==> src/hw/rtl/wdrt_pkg.sv <==
// wdrt_pkg: beat types, command/status structs and fixed constants for the
// windowed damage-rate tracker. No dependencies.
package wdrt_pkg;

    // APB address: one 32-bit register at byte 0; bit 2 selects the index.
    localparam int PADDR_W = 3;
    localparam logic [PADDR_W-3:0] REG_WINDOW = 1'd0;

    localparam logic [15:0] WINDOW_RESET  = 16'd1000;
    localparam logic [7:0]  REPORT_LENGTH = 8'd15;
    localparam logic        REQ_HEALTH    = 1'b0;

    localparam logic [31:0] SUM_MAX = 32'd1048575;
    localparam logic [15:0] CNT_MAX = 16'd31;

    typedef struct packed {
        logic        req_type;
        logic [31:0] now_ms;
        logic [31:0] msg_time_ms;
        logic [7:0]  msg_length;
        logic [15:0] health_value;
    } in_beat_t;

    typedef struct packed {
        logic [19:0] window_sum;
        logic [4:0]  events_held;
        logic        event_recorded;
        logic [4:0]  expired_count;
    } out_beat_t;

    // one stored loss event
    typedef struct packed {
        logic [15:0] amount;
        logic [31:0] stamp;
    } event_t;

    typedef struct packed {
        logic load_in;
        logic pop_expire;
        logic push;
        logic load_out;
    } dp_cmd_t;

    typedef struct packed {
        logic can_expire;
    } dp_sts_t;

endpackage

==> src/hw/rtl/wdrt_dp.sv <==
// wdrt_dp: event FIFO memory, pointers, running sum and result register.
// Depends on wdrt_pkg; driven by wdrt_ctrl through dp_cmd_t.
module wdrt_dp
    import wdrt_pkg::*;
#(
    parameter int EVENT_DEPTH = 16
)
(
    input  logic      clk,
    input  logic      rst_n,
    input  in_beat_t  in_data,
    input  logic [15:0] window_ms,
    input  dp_cmd_t   cmd,
    output dp_sts_t   sts,
    output out_beat_t out_data
);

    localparam int PTR_W = (EVENT_DEPTH > 1) ? $clog2(EVENT_DEPTH) : 1;
    localparam int CNT_W = $clog2(EVENT_DEPTH + 1);
    localparam int SUM_W = 16 + CNT_W;
    localparam logic [PTR_W-1:0] PTR_LAST = PTR_W'(EVENT_DEPTH - 1);
    localparam logic [CNT_W-1:0] CNT_FULL = CNT_W'(EVENT_DEPTH);

    event_t mem [EVENT_DEPTH];
    event_t rd_data_reg;

    in_beat_t         req_reg;
    logic [PTR_W-1:0] head_reg, head_next;
    logic [PTR_W-1:0] tail_reg, tail_next;
    logic [CNT_W-1:0] count_reg, count_next;
    logic [SUM_W-1:0] sum_reg, sum_next;
    logic [15:0]      last_health_reg, last_health_next;
    logic [CNT_W-1:0] expired_reg, expired_next;
    logic             recorded_reg, recorded_next;
    out_beat_t        out_reg;

    logic [PTR_W-1:0] head_inc, tail_inc, rd_addr;
    logic [31:0]      age;
    logic             report_ok, drop_ok, full, pop, wr_en;
    logic [15:0]      drop;
    logic [31:0]      sum_ext;
    logic [15:0]      held_ext, exp_ext;

    assign head_inc = (head_reg == PTR_LAST) ? '0 : head_reg + 1'b1;
    assign tail_inc = (tail_reg == PTR_LAST) ? '0 : tail_reg + 1'b1;

    // wrap-around age of the oldest event
    assign age = req_reg.now_ms - rd_data_reg.stamp;
    assign sts.can_expire = (count_reg != '0) && (age > {16'd0, window_ms});

    assign report_ok = (req_reg.req_type == REQ_HEALTH) && (req_reg.msg_length == REPORT_LENGTH);
    assign drop_ok   = report_ok && (req_reg.health_value < last_health_reg);
    assign drop      = last_health_reg - req_reg.health_value;
    assign full      = (count_reg == CNT_FULL);
    assign wr_en     = cmd.push && drop_ok;
    // age expiry, or eviction of the oldest when pushing into a full FIFO
    assign pop       = cmd.pop_expire || (wr_en && full);
    // read ahead so the new head is ready in the next cycle
    assign rd_addr   = pop ? head_inc : head_reg;

    always_comb
    begin
        head_next        = head_reg;
        tail_next        = tail_reg;
        count_next       = count_reg;
        sum_next         = sum_reg;
        last_health_next = last_health_reg;
        expired_next     = expired_reg;
        recorded_next    = recorded_reg;
        if (cmd.load_in)
        begin
            expired_next  = '0;
            recorded_next = 1'b0;
        end
        if (cmd.pop_expire)
        begin
            head_next    = head_inc;
            count_next   = count_reg - 1'b1;
            sum_next     = sum_reg - SUM_W'(rd_data_reg.amount);
            expired_next = expired_reg + 1'b1;
        end
        if (wr_en)
        begin
            tail_next     = tail_inc;
            recorded_next = 1'b1;
            if (full)
            begin
                head_next = head_inc;
                sum_next  = sum_reg - SUM_W'(rd_data_reg.amount) + SUM_W'(drop);
            end
            else
            begin
                count_next = count_reg + 1'b1;
                sum_next   = sum_reg + SUM_W'(drop);
            end
        end
        if (cmd.push && report_ok)
        begin
            last_health_next = req_reg.health_value;
        end
    end

    always_ff @(posedge clk or negedge rst_n)
    begin
        if (!rst_n)
        begin
            head_reg        <= '0;
            tail_reg        <= '0;
            count_reg       <= '0;
            sum_reg         <= '0;
            last_health_reg <= '0;
            expired_reg     <= '0;
            recorded_reg    <= 1'b0;
        end
        else
        begin
            head_reg        <= head_next;
            tail_reg        <= tail_next;
            count_reg       <= count_next;
            sum_reg         <= sum_next;
            last_health_reg <= last_health_next;
            expired_reg     <= expired_next;
            recorded_reg    <= recorded_next;
        end
    end

    // event store: one write port at the tail, one registered read port
    always_ff @(posedge clk)
    begin
        if (wr_en)
        begin
            mem[tail_reg] <= '{amount: drop, stamp: req_reg.msg_time_ms};
        end
        rd_data_reg <= mem[rd_addr];
    end

    assign sum_ext  = 32'(sum_reg);
    assign held_ext = 16'(count_reg);
    assign exp_ext  = 16'(expired_reg);

    always_ff @(posedge clk)
    begin
        if (cmd.load_in)
        begin
            req_reg <= in_data;
        end
        if (cmd.load_out)
        begin
            out_reg.window_sum     <= (sum_ext > SUM_MAX) ? SUM_MAX[19:0] : sum_ext[19:0];
            out_reg.events_held    <= (held_ext > CNT_MAX) ? CNT_MAX[4:0] : held_ext[4:0];
            out_reg.event_recorded <= recorded_reg;
            out_reg.expired_count  <= (exp_ext > CNT_MAX) ? CNT_MAX[4:0] : exp_ext[4:0];
        end
    end

    assign out_data = out_reg;

endmodule

==> src/hw/rtl/wdrt_ctrl.sv <==
// wdrt_ctrl: sequencer for accept, expiry loop, push and result hand-off.
// Depends on wdrt_pkg; commands wdrt_dp.
module wdrt_ctrl
    import wdrt_pkg::*;
(
    input  logic    clk,
    input  logic    rst_n,
    input  logic    in_valid,
    output logic    in_ready,
    output logic    out_valid,
    input  logic    out_ready,
    input  dp_sts_t sts,
    output dp_cmd_t cmd
);

    localparam logic [1:0] S_IDLE  = 2'd0;
    localparam logic [1:0] S_CHECK = 2'd1;
    localparam logic [1:0] S_PUSH  = 2'd2;
    localparam logic [1:0] S_OUT   = 2'd3;

    logic [1:0] state_reg, state_next;
    logic       out_valid_reg, out_valid_next;
    logic       out_free;

    assign out_free = !out_valid_reg || out_ready;
    assign in_ready = (state_reg == S_IDLE);

    always_comb
    begin
        state_next     = state_reg;
        cmd            = '0;
        out_valid_next = out_valid_reg && !out_ready;
        unique case (state_reg)
            S_IDLE:
            begin
                if (in_valid)
                begin
                    cmd.load_in = 1'b1;
                    state_next  = S_CHECK;
                end
            end
            S_CHECK:
            begin
                if (sts.can_expire)
                begin
                    cmd.pop_expire = 1'b1;
                end
                else
                begin
                    state_next = S_PUSH;
                end
            end
            S_PUSH:
            begin
                cmd.push   = 1'b1;
                state_next = S_OUT;
            end
            S_OUT:
            begin
                if (out_free)
                begin
                    cmd.load_out   = 1'b1;
                    out_valid_next = 1'b1;
                    state_next     = S_IDLE;
                end
            end
            default:
            begin
                state_next = S_IDLE;
            end
        endcase
    end

    always_ff @(posedge clk or negedge rst_n)
    begin
        if (!rst_n)
        begin
            state_reg     <= S_IDLE;
            out_valid_reg <= 1'b0;
        end
        else
        begin
            state_reg     <= state_next;
            out_valid_reg <= out_valid_next;
        end
    end

    assign out_valid = out_valid_reg;

endmodule

==> src/hw/rtl/windowed_damage_rate_tracker_unit.sv <==
// Windowed damage-rate tracker: health lost by events inside a sliding window.
// Per beat: taken in idle; the age loop expires E events (E <= EVENT_DEPTH);
// push; result register load, stalled while out_valid waits on out_ready;
// next beat only back in idle. The age loop pops one event per cycle through
// the single read port of the event memory. rst_n clears pointers, sum, last
// health and handshake state at once; window_ms returns to 1000.
// Depends on wdrt_pkg, wdrt_ctrl, wdrt_dp.
module windowed_damage_rate_tracker_unit
    import wdrt_pkg::*;
#(
    parameter int EVENT_DEPTH = 16
)
(
    input  logic               clk,
    input  logic               rst_n,
    // input beats
    input  logic               in_valid,
    output logic               in_ready,
    input  in_beat_t           in_data,
    // result beats
    output logic               out_valid,
    input  logic               out_ready,
    output out_beat_t          out_data,
    // APB register port
    input  logic               psel,
    input  logic               penable,
    input  logic               pwrite,
    input  logic [PADDR_W-1:0] paddr,
    input  logic [31:0]        pwdata,
    output logic [31:0]        prdata,
    output logic               pready
);

    logic [15:0] window_reg;
    logic        sel_window;
    dp_cmd_t     cmd;
    dp_sts_t     sts;

    // Register map: index = paddr[2]; only window_ms at index 0.
    // A write lands in the access phase; pready is tied high (no wait states).
    assign pready     = 1'b1;
    assign sel_window = (paddr[PADDR_W-1:2] == REG_WINDOW);
    assign prdata     = sel_window ? {16'd0, window_reg} : 32'd0;

    always_ff @(posedge clk or negedge rst_n)
    begin
        if (!rst_n)
        begin
            window_reg <= WINDOW_RESET;
        end
        else if (psel && penable && pwrite && pready && sel_window)
        begin
            window_reg <= pwdata[15:0];
        end
    end

    // Sequencer: idle -> age check loop -> push -> result register.
    wdrt_ctrl u_ctrl (
        .clk       (clk),
        .rst_n     (rst_n),
        .in_valid  (in_valid),
        .in_ready  (in_ready),
        .out_valid (out_valid),
        .out_ready (out_ready),
        .sts       (sts),
        .cmd       (cmd)
    );

    // Datapath: circular event FIFO in memory, running sum, output register.
    wdrt_dp #(
        .EVENT_DEPTH (EVENT_DEPTH)
    ) u_dp (
        .clk       (clk),
        .rst_n     (rst_n),
        .in_data   (in_data),
        .window_ms (window_reg),
        .cmd       (cmd),
        .sts       (sts),
        .out_data  (out_data)
    );

    // An empty FIFO must carry no loss.
    a_empty_sum_zero: assert property (@(posedge clk) disable iff (!rst_n)
        out_valid && (out_data.events_held == 5'd0) |-> (out_data.window_sum == 20'd0))
        else $error("window_sum nonzero with no events held");

    // A recorded event is always held afterwards.
    a_recorded_held: assert property (@(posedge clk) disable iff (!rst_n)
        out_valid && out_data.event_recorded |-> (out_data.events_held != 5'd0))
        else $error("event recorded but FIFO empty");

    // The sequencer is out of idle in the cycle after it takes a beat.
    a_busy_after_accept: assert property (@(posedge clk) disable iff (!rst_n)
        in_valid && in_ready |=> !in_ready)
        else $error("input taken on consecutive cycles");

    // Expiry never removes more than the FIFO can hold.
    a_expired_bound: assert property (@(posedge clk) disable iff (!rst_n)
        out_valid |-> (16'(out_data.expired_count) <= 16'(EVENT_DEPTH)
                       || out_data.expired_count == CNT_MAX[4:0]))
        else $error("expired_count above FIFO depth");

endmodule
==> config.mk <==
export PLATFORM = sky130hd
export DESIGN_NAME = windowed_damage_rate_tracker_unit
export DESIGN_NICKNAME = d
export VERILOG_FILES = /design/src/hw/rtl/wdrt_pkg.sv /design/src/hw/rtl/wdrt_dp.sv /design/src/hw/rtl/wdrt_ctrl.sv /design/src/hw/rtl/windowed_damage_rate_tracker_unit.sv
export SDC_FILE = /design/constraint.sdc
export NUM_CORES = 1
export LEC_CHECK = 0
export ABC_CLOCK_PERIOD_IN_PS = 8700
export BUFFER_PORTS_ARGS = -buffer_cell sky130_fd_sc_hd__buf_2
export CAP_MARGIN = 20
export CELL_PAD_IN_SITES_DETAIL_PLACEMENT = 0
export CELL_PAD_IN_SITES_GLOBAL_PLACEMENT = 1
export CORE_ASPECT_RATIO = 1.25
export CORE_MARGIN = 2
export CORE_UTILIZATION = 40
export CTS_CLUSTER_SIZE = 10
export DETAILED_ROUTE_END_ITERATION = 16
export PLACE_DENSITY = 0.67
export REMOVE_ABC_BUFFERS = 1
export SKIP_CTS_REPAIR_TIMING = 1
export SLEW_MARGIN = 20
export SYNTH_ARGS = -nofsm -noshare
export SYNTH_HDL_FRONTEND = slang
export SYNTH_SLANG_ARGS = --single-unit
==> constraint.sdc <==
create_clock -name clk -period 8.7 [get_ports clk]
set_input_delay 1.74 -clock clk [delete_from_list [all_inputs] [get_ports clk]]
set_output_delay 1.74 -clock clk [all_outputs]
set_load 0.05 [all_outputs]
Word level (Yosys, flattened, before mapping):

Memory sizes are Yosys's and may differ from the RTL's. A register that Yosys moved wholly into a read port is not among the register bits.
Index checks and enable logic that the tools add are counted.

* memories kept: 1
* bits in writable memories: 768
* output and inout bits: 66
* register bits after elaboration: 195
* input port bits: 131
* logic and storage cells: 99

* reductions and logical operators: 20
* bitwise operators: 2
* mux-type cells: 32
* equality and inequality tests: 10
* $add $sub $neg: 10
* $lt $le $gt $ge: 5

Memory list
* u_dp.mem: words 16, bits a word 48, read ports 1, clocked after Yosys merged registers in 1, write ports 1, line wdrt_dp.sv:24 `event_t mem [EVENT_DEPTH];`

Operator list (count)
* $mux 21: 3
* $add 21x16->21: 2
* $gt 32x16->1: 1
* $sub 32x32->32: 1
* $mux 5: 5
* $mux 4: 6
* $gt 21x20->1 const B: 1
* $sub 21x16->21: 1
* $lt 16x16->1: 1
* $mux 16: 1
* $sub 16x16->16: 1
* $mux 1: 13
* $add 5x1->5 const B: 2
* $gt 5x5->1 const B: 2
* $logic_and 1x1->1: 10
* $add 4x1->4 const B: 2
* $eq 4x4->1 const B: 2
* $eq 8x4->1 const B: 1
* $pmux 2 s4: 1
* $mux 2: 3
* $reduce_bool 2->1: 3
* $eq 5x5->1 const B: 1
* $reduce_bool 5->1: 1
* $sub 5x1->5 const B: 1
* other kinds (9): 14

Longest topological paths before layout:

Gate-level depths: netlist of run 1.

* depth in word-level cells: 8
* depth in mapped cells: 29
* gate-level depth less buffers: 25

By module:

From an unflattened synthesis of run 1, not the netlist that was laid out.

* cells, all modules: 3458
* area, all modules: 43513.0 um^2

Modules (own cells, without submodules)
* wdrt_dp: times used 1, area each 42371.9 um^2, sequential area each 29027.8 um^2, cells an instance 3367
* windowed_damage_rate_tracker_unit: times used 1, area each 907.1 um^2, sequential area each 407.9 um^2, cells an instance 70
* wdrt_ctrl: times used 1, area each 234.0 um^2, sequential area each 75.1 um^2, cells an instance 21

Worst setup path before layout of run 1:

No wires, ideal clock.

* path type: register -> register
* from: register u_dp.req_reg[0] in the netlist's numbering
* to: memory u_dp.mem[3][0] in the netlist's numbering (enable)
* slack: 2.286 ns
* data arrival time: 5.901 ns
* period minus slack after synthesis: 6.414 ns
* cell stages (with the launch flop): 15
* data required time: 8.187 ns
* path through: edfxtp_1 > ha_1 > inv_1 > fa_1 > a21o_1 > a21oi_1 > o21ai_0 > a21oi_1 > o21ai_0 > a211oi_1 > o21ai_0 > nor3b_1 > clkbuf_1 > nand2_1 > nor3_1

* cells in the longest elaborated chain, start to end: 5

RTL lines
* start: declaration: line wdrt_dp.sv:27 `in_beat_t req_reg;`
* start signal: assignment: line wdrt_dp.sv:145 `req_reg <= in_data;`
* $lt 16x16->1: line wdrt_dp.sv:52 `assign drop_ok = report_ok && (req_reg.health_value < last_health_reg);`
* $logic_and 1x1->1: line wdrt_dp.sv:52
* $logic_and 1x1->1: line wdrt_dp.sv:55 `assign wr_en = cmd.push && drop_ok;`
* $mux 1: line wdrt_dp.sv:130 `if (wr_en)`
* $mux 1 (implied by the code): line wdrt_dp.sv:132 `mem[tail_reg] <= '{amount: drop, stamp: req_reg.msg_time_ms};`
* end: declaration: line wdrt_dp.sv:24

No other way between the ends.

Worst setup path in the final report of run 1:

* from: register u_dp.req_reg[56] in the netlist's numbering
* to: register, netlist name u_dp.rd_data_reg[7]

* cells in the longest elaborated chain, start to end: 7

RTL lines
* $sub 32x32->32: line wdrt_dp.sv:48 `assign age = req_reg.now_ms - rd_data_reg.stamp;`
* $gt 32x16->1: line wdrt_dp.sv:49 `assign sts.can_expire = (count_reg != '0) && (age > {16'd0, window_ms});`
* $logic_and 1x1->1: line wdrt_dp.sv:49
* $mux 1: line wdrt_ctrl.sv:44 `if (sts.can_expire)`
* $mux 1: line wdrt_ctrl.sv:33 `unique case (state_reg)`
* $logic_or 1x1->1: line wdrt_dp.sv:57 `assign pop = cmd.pop_expire || (wr_en && full);`
* $mux 4: line wdrt_dp.sv:59 `assign rd_addr = pop ? head_inc : head_reg;`

No other way between the ends.
A chain may end at the register's enable or synchronous reset.

==> flow_summary.ini, run 1 <==
[global_route]
grt_pass1_wl_mm = 167
grt_pass1_vias = 26200
grt_use_total_pct = 19.2
grt_max_degree = 145
antenna_found_initial = 1
gr-total-overflow = 0

[power_and_ir_drop]
ir_drop_v = 0.000328
power.density_nw_per_um2 = 360
switchingPower_mw = 6.83
pwr-share-seq_pct = 33.8
p_clk_share_pct = 24.4
finalPower_mw = 18.4
switching_share_pct = 37.2
comb_power_share_pct = 41.8
p_int_mw = 11.6
p_leak_nw = 20.3

[hold_path]
hp-start = u_dp.recorded_reg
hold_class = reg -> reg

[place]
post-place-ws_ns = 1.52
dp_cells = 4685
hpwl_mm = 62.6
place.gp.congestion = 0.819
portBuffers = 161

[sta]
fin_tns_setup_ns = 0
slew-limit-headroom_pct = 27.1
finClkSkew_ns = 0.0505
clock.fmax_mhz = 138
rsz0062_at_grt = no
hold_viol_final = 0
worstMarginPinSlew_ns = 1.09
fin_crit_sh_pct = 83.3
setup_viol = 0
slew_viol_final = 0
layout_setup_ws_ns = 1.45
period_needed_ns = 7.25

[yosys]
syn_inst = 3176
synth_top_area_share_pct = 59.3
synth_area_leaders = edfxtp_1, dfrtp_1, mux2i_1
synth-main-ff-cell = edfxtp_1
synth-seq-cells = 1011
yosysWarnings = 0
synth_edf_count = 888
seq_area_frac_synth_pct = 65.6
async_flop_share_pct = 7.42
syn_area_per_cell_um2 = 14.2
synth_cell_types = 83
synth_area_um2 = 45000
synth_area_leader_cell = edfxtp_1

[clock_network]
cts_tree = yes
clockRootBuffer = clkbuf_16
cts_sinks = 1011
clkLatencyLatePin_ns = 0.72
h-tree-depth = 3
numCtsBuffers = 114
path_clk_slew_ns = 0.06
cts_buffer_depth = 3

[floorplan]
die_y_um = 379
ioPinCount = 197
start_util_pct = 40.3
die_w_um = 304
core_um2 = 112000
dieArea_um2 = 115000
fp-row-count = 137

[critical_path]
endpoint = u_dp.rd_data_reg[7]
critPathCaptureType = flop
r2r_end = u_dp.rd_data_reg[7]
start_kind = flop
crit_path_max_incr_delay_ns = 0.62
crit_path_start = u_dp.req_reg[56]
crit_slowest_cell = a2111oi_0
worstPathArrival_ns = 7.83
rrSetupSlack_ns = 1.45
crit_type = reg -> reg
r2r_cells = 25
cp.required_ns = 9.28
worstPathMaxFanout = 75
r2r-start = u_dp.req_reg[56]
crit_top_cell = buf_4

[drt]
ant_nets = 0
drc = 0
wl_mm = 111
vias = 26200
viasPerCell = 5.36
drt-pass1-iter-count = 5
wire_per_inst_um = 22.7
drt_first_iter_violations = 1799

[cells_and_area]
drive_gt1_share_pct = 17.5
n_antenna_cell = 0
syn_to_final_growth_pct = 13.6
fillers = 9820
final-seq-area_um2 = 29500
nets = 3588
post-route-util_pct = 45.8
multi_input_area_um2 = 13700
stdcell_count = 4896
largest_reg_flops = 768

[flow_run]
drv_cap = 0

[run_status]
outcome = completed
## per-stage QoR
step | instance area [um2] | hold WS [ns]
floorplan | 44000 | 0.425
global route | 51100 | 0.472
CTS | 51000 | 0.454
global placement | 47600 | 0.433
detailed placement | 47600 | 0.446
finish | 51100 | 0.450
## kinds of logic after synthesis
kind of cell | synth area share, %
compound gates | 13.1
xor+xnor | 1.23
fa+ha+maj | 3.21
buf+inv | 4.39
flops | 65.6
mux | 8.17
other cells | 0.0167
simple gates | 4.20
## layout by cell type (no fill, tap or decap), types with 9 or more instances in the layout
master / n
a2111o_1: 50
a211oi_1: 10
a21boi_0: 13
a21o_1: 33
a21oi_1: 75
a31oi_1: 9
and3_1: 12
buf_12: 15
buf_2: 160
buf_4: 56
clkbuf_1: 79
clkbuf_16: 117
conb_1: 17
dfrtp_1: 69
dfxtp_1: 48
edfxtp_1: 888
ha_1: 109
inv_1: 263
mux2_2: 124
mux2_4: 47
mux2i_1: 154
nand2_1: 123
nand2b_1: 19
nand3_1: 22
nand4_1: 15
nor2_1: 74
nor2_4: 13
nor2b_1: 12
nor3_1: 20
o211a_1: 146
o211ai_1: 153
o21a_1: 17
o21ai_0: 247
or2_2: 24
xnor2_1: 38
xor2_1: 23
## final cells by class
type	instances	share of cell area, %
Multi-Input combinational cell	1720	26.9
Sequential cell	1011	57.8
Clock buffer	197	6.34
Clock inverter	12	0.439
Tap cell	1459	3.57
Inverter	265	1.96
Timing Repair Buffer	232	3.00
## power groups by stage
stage | logic (mW) | clock network (mW) | registers (mW)
global route | 8.44 | 4.78 | 6.26
detailed placement | 7.73 | 0 | 6.32
global placement | 7.71 | 0 | 6.32
CTS | 7.78 | 4.59 | 6.23
finish | 7.69 | 4.49 | 6.21
floorplan | 5.31 | 0 | 6.30
## cells in the mapped netlist, types with 17 or more instances
cell type and instances:
inv_1 264, nand2b_1 19, nor2_1 88, mux2_4 47, nand3_1 22, dfrtp_1 69
edfxtp_1 888, xnor2_1 40, a21oi_1 75, buf_4 23, buf_2 26, mux2i_1 156
a2111o_1 50, mux2_2 124, nand2_1 123, o211a_1 146, o21ai_0 247, nor3_1 24
o21a_1 17, buf_6 17, ha_1 109, a21o_1 33, o211ai_1 153, xor2_1 23
or2_2 24, dfxtp_1 48, clkbuf_1 124
## worst max-delay path: cells and delay by family (launching register included)
family / cells / cell delay, ns
compound gates: 12 / 3.21
buf+inv: 4 / 1.23
simple gates: 5 / 1.10
fa+ha+maj: 3 / 0.89
flops: 1 / 0.32
xor+xnor: 1 / 0.23
## per-layer routing
metal  vias to the layer above  share of wire [%]  GRT usage, %
li1                      12300                  -             -
met1                     13200                 44          24.8
met2                       529                 50          33.8
met3                       131                4.0          2.28
met4                         0                2.2          5.79
met5                         -                  0             0
## worst min path at each step
| stage | to | slack, ns | cells after the start |
|---|---|---|---|
| after global routing | u_dp.out_data[5] | 0.47 | 0 |
| after CTS | u_dp.out_data[5] | 0.45 | 0 |
| after global placement | u_dp.out_data[5] | 0.43 | 0 |
| after floorplan | u_dp.out_data[5] | 0.42 | 0 |
| after detailed placement | u_dp.out_data[5] | 0.45 | 0 |
| final | u_dp.out_data[5] | 0.45 | 0 |
(Power assumes the default switching activity.)
==> inputs of run 2 (changes only) <==
--- a/config.mk
+++ b/config.mk
@@ -5,7 +5,7 @@
 export SDC_FILE = /design/constraint.sdc
 export NUM_CORES = 1
 export LEC_CHECK = 0
-export ABC_CLOCK_PERIOD_IN_PS = 8700
+export ABC_CLOCK_PERIOD_IN_PS = 6800
 export BUFFER_PORTS_ARGS = -buffer_cell sky130_fd_sc_hd__buf_2
 export CAP_MARGIN = 20
 export CELL_PAD_IN_SITES_DETAIL_PLACEMENT = 0
==> constraint.sdc (replaced) <==
create_clock -name clk -period 6.8 [get_ports clk]
set_input_delay 1.36 -clock clk [delete_from_list [all_inputs] [get_ports clk]]
set_output_delay 1.36 -clock clk [all_outputs]
set_load 0.05 [all_outputs]
==> run 2 against run 1 <==
Via count rose by 2.4%. Sequential share of layout area fell by 1.4 points. Clock power rose by 25%. Setup slack got worse by 1.1 ns. Sequential cell count did not move. Die area did not move. Register-to-register slack got worse by 1.1 ns. Combinational power rose by 44%. Critical path depth rose by 3. Largest power group unchanged.
==> flow_summary.ini, run 2 (synthesis results as in run 1) <==
[run_status]
outcome = completed

[cells_and_area]
finish.instance_area_um2 = 52300
multi_input_area_um2 = 13800
n_antenna_cell = 0
syn_to_final_growth_pct = 16.4
final_common_cell = edfxtp_1
final-seq-area_um2 = 29500
nets = 3696
final_cell_mix = edfxtp_1, inv_1, o21ai_0, buf_2, mux2i_1
drive_gt1_share_pct = 20.2
largest_reg_flops = 768
fillers = 9717

[sta]
worstMarginPinSlew_ns = 1.10
clock.fmax_mhz = 156
hold_viol_final = 0
period_needed_ns = 6.42
rsz0062_at_grt = no
slew_viol_final = 0
finClkSkew_ns = 0.0470
slew-limit-headroom_pct = 26.3
fin_crit_sh_pct = 94.5
setup_viol = 0
hold_ws_ns = 0.445

[global_route]
grt_pass1_vias = 27000
met1_usage_pct = 25.0
grt_use_met3_pct = 2.12
gr-total-overflow = 0
antenna_found_initial = 1
grt_pass1_wl_mm = 169
met2_usage_pct = 34.2
grt-busiest-layer = met2
grt_use_total_pct = 19.4
grt_max_degree = 79

[drt]
ant_nets = 0
wire_per_inst_um = 22.7
wl_mm = 113
drt-pass1-iter-count = 5
viasPerCell = 5.37
drt_first_iter_violations = 1886
vias = 26900
drc = 0

[critical_path]
critPathCaptureType = flop
worstPathMaxFanout = 7
crit_type = reg -> reg
crit_path_max_incr_delay_ns = 0.45
crit_slowest_cell = a2111o_1
worstPathArrival_ns = 6.95
start_kind = flop
cp.required_ns = 7.33
crit_top_cell = buf_4
rrSetupSlack_ns = 0.38

[clock_network]
h-tree-depth = 3
cts_buffer_depth = 3
path_clk_slew_ns = 0.06
cts_sinks = 1011
clockRootBuffer = clkbuf_16
numCtsBuffers = 113
clkLatencyLatePin_ns = 0.72
cts_tree = yes

[floorplan]
ioPinCount = 197
die_w_um = 304
core_um2 = 112000
start_util_pct = 40.3
die_y_um = 379
fp-row-count = 137
dieArea_um2 = 115000

[place]
hpwl_mm = 68.3
portBuffers = 161
place.gp.congestion = 0.833
placed_area_um2 = 48900

[power_and_ir_drop]
p_leak_nw = 20.9
power.density_nw_per_um2 = 471
ir_drop_v = 0.000267

[flow_run]
drv_cap = 0

[hold_path]
hold_class = reg -> reg
[run 2: per-stage QoR]
step	TNS [ns]	cells	setup slack (ns)	util (%)	total power, mW
after floorplan	-621.26	2996	-12.47	-	14.2
after global placement	-2.65	4792	-0.121	43.8	19.1
after detailed placement	-0.000739	4793	-0.000739	43.8	19.1
after CTS	-0.444	4998	-0.0648	46.8	24.8
after global routing	0	5001	0.0441	46.9	26.0
final	0	5001	0.377	46.9	24.7
[run 2: final cells by class]
cell class / count / share of cell area [%]
Clock buffer: 195 / 6.09
Clock inverter: 10 / 0.323
Inverter: 265 / 1.92
Multi-Input combinational cell: 1720 / 26.3
Sequential cell: 1011 / 56.4
Tap cell: 1459 / 3.49
Timing Repair Buffer: 341 / 5.49
[run 2: critical path, delay by kind of cell, from the launching register on]
family                   cells  cell delay [ns]
AO/OA/AOI/OAI               10             2.37
buffers and inverters        6             1.00
multiplexers                 1             0.27
XOR/XNOR                     1             0.18
flip-flops                   1             0.43
AND/OR/NAND/NOR              8             1.39
adder cells (fa/ha/maj)      2             0.61
[run 2: report_power, final]
part           leakage (nW)  internal (mW)  total [mW]  switching [mW]
registers              9.36           7.49        7.94           0.444
logic                  9.96           4.89        11.1            6.22
clock network          1.58           3.20        5.60            2.40
[run 2: routing by layer]
layer	wire length, um	part of all wire, %
met5	0	0
met4	2820	2.5
met3	4240	3.7
met2	57000	50
met1	49400	44
[run 2: worst paths after layout]
| check | start | endpoint | cells after the start |
|---|---|---|---|
| min in group asynchronous | rst_n | u_dp.last_health_reg[0] | 1 |
| max in group asynchronous | rst_n | u_dp.head_reg[0] | 2 |
| max | u_dp.req_reg[57] | u_dp.rd_data_reg[46] | 28 |
| max reg2reg | u_dp.req_reg[57] | u_dp.rd_data_reg[46] | 28 |
| min | u_dp.recorded_reg | u_dp.out_data[5] | 0 |
| min reg2reg | u_dp.recorded_reg | u_dp.out_data[5] | 0 |
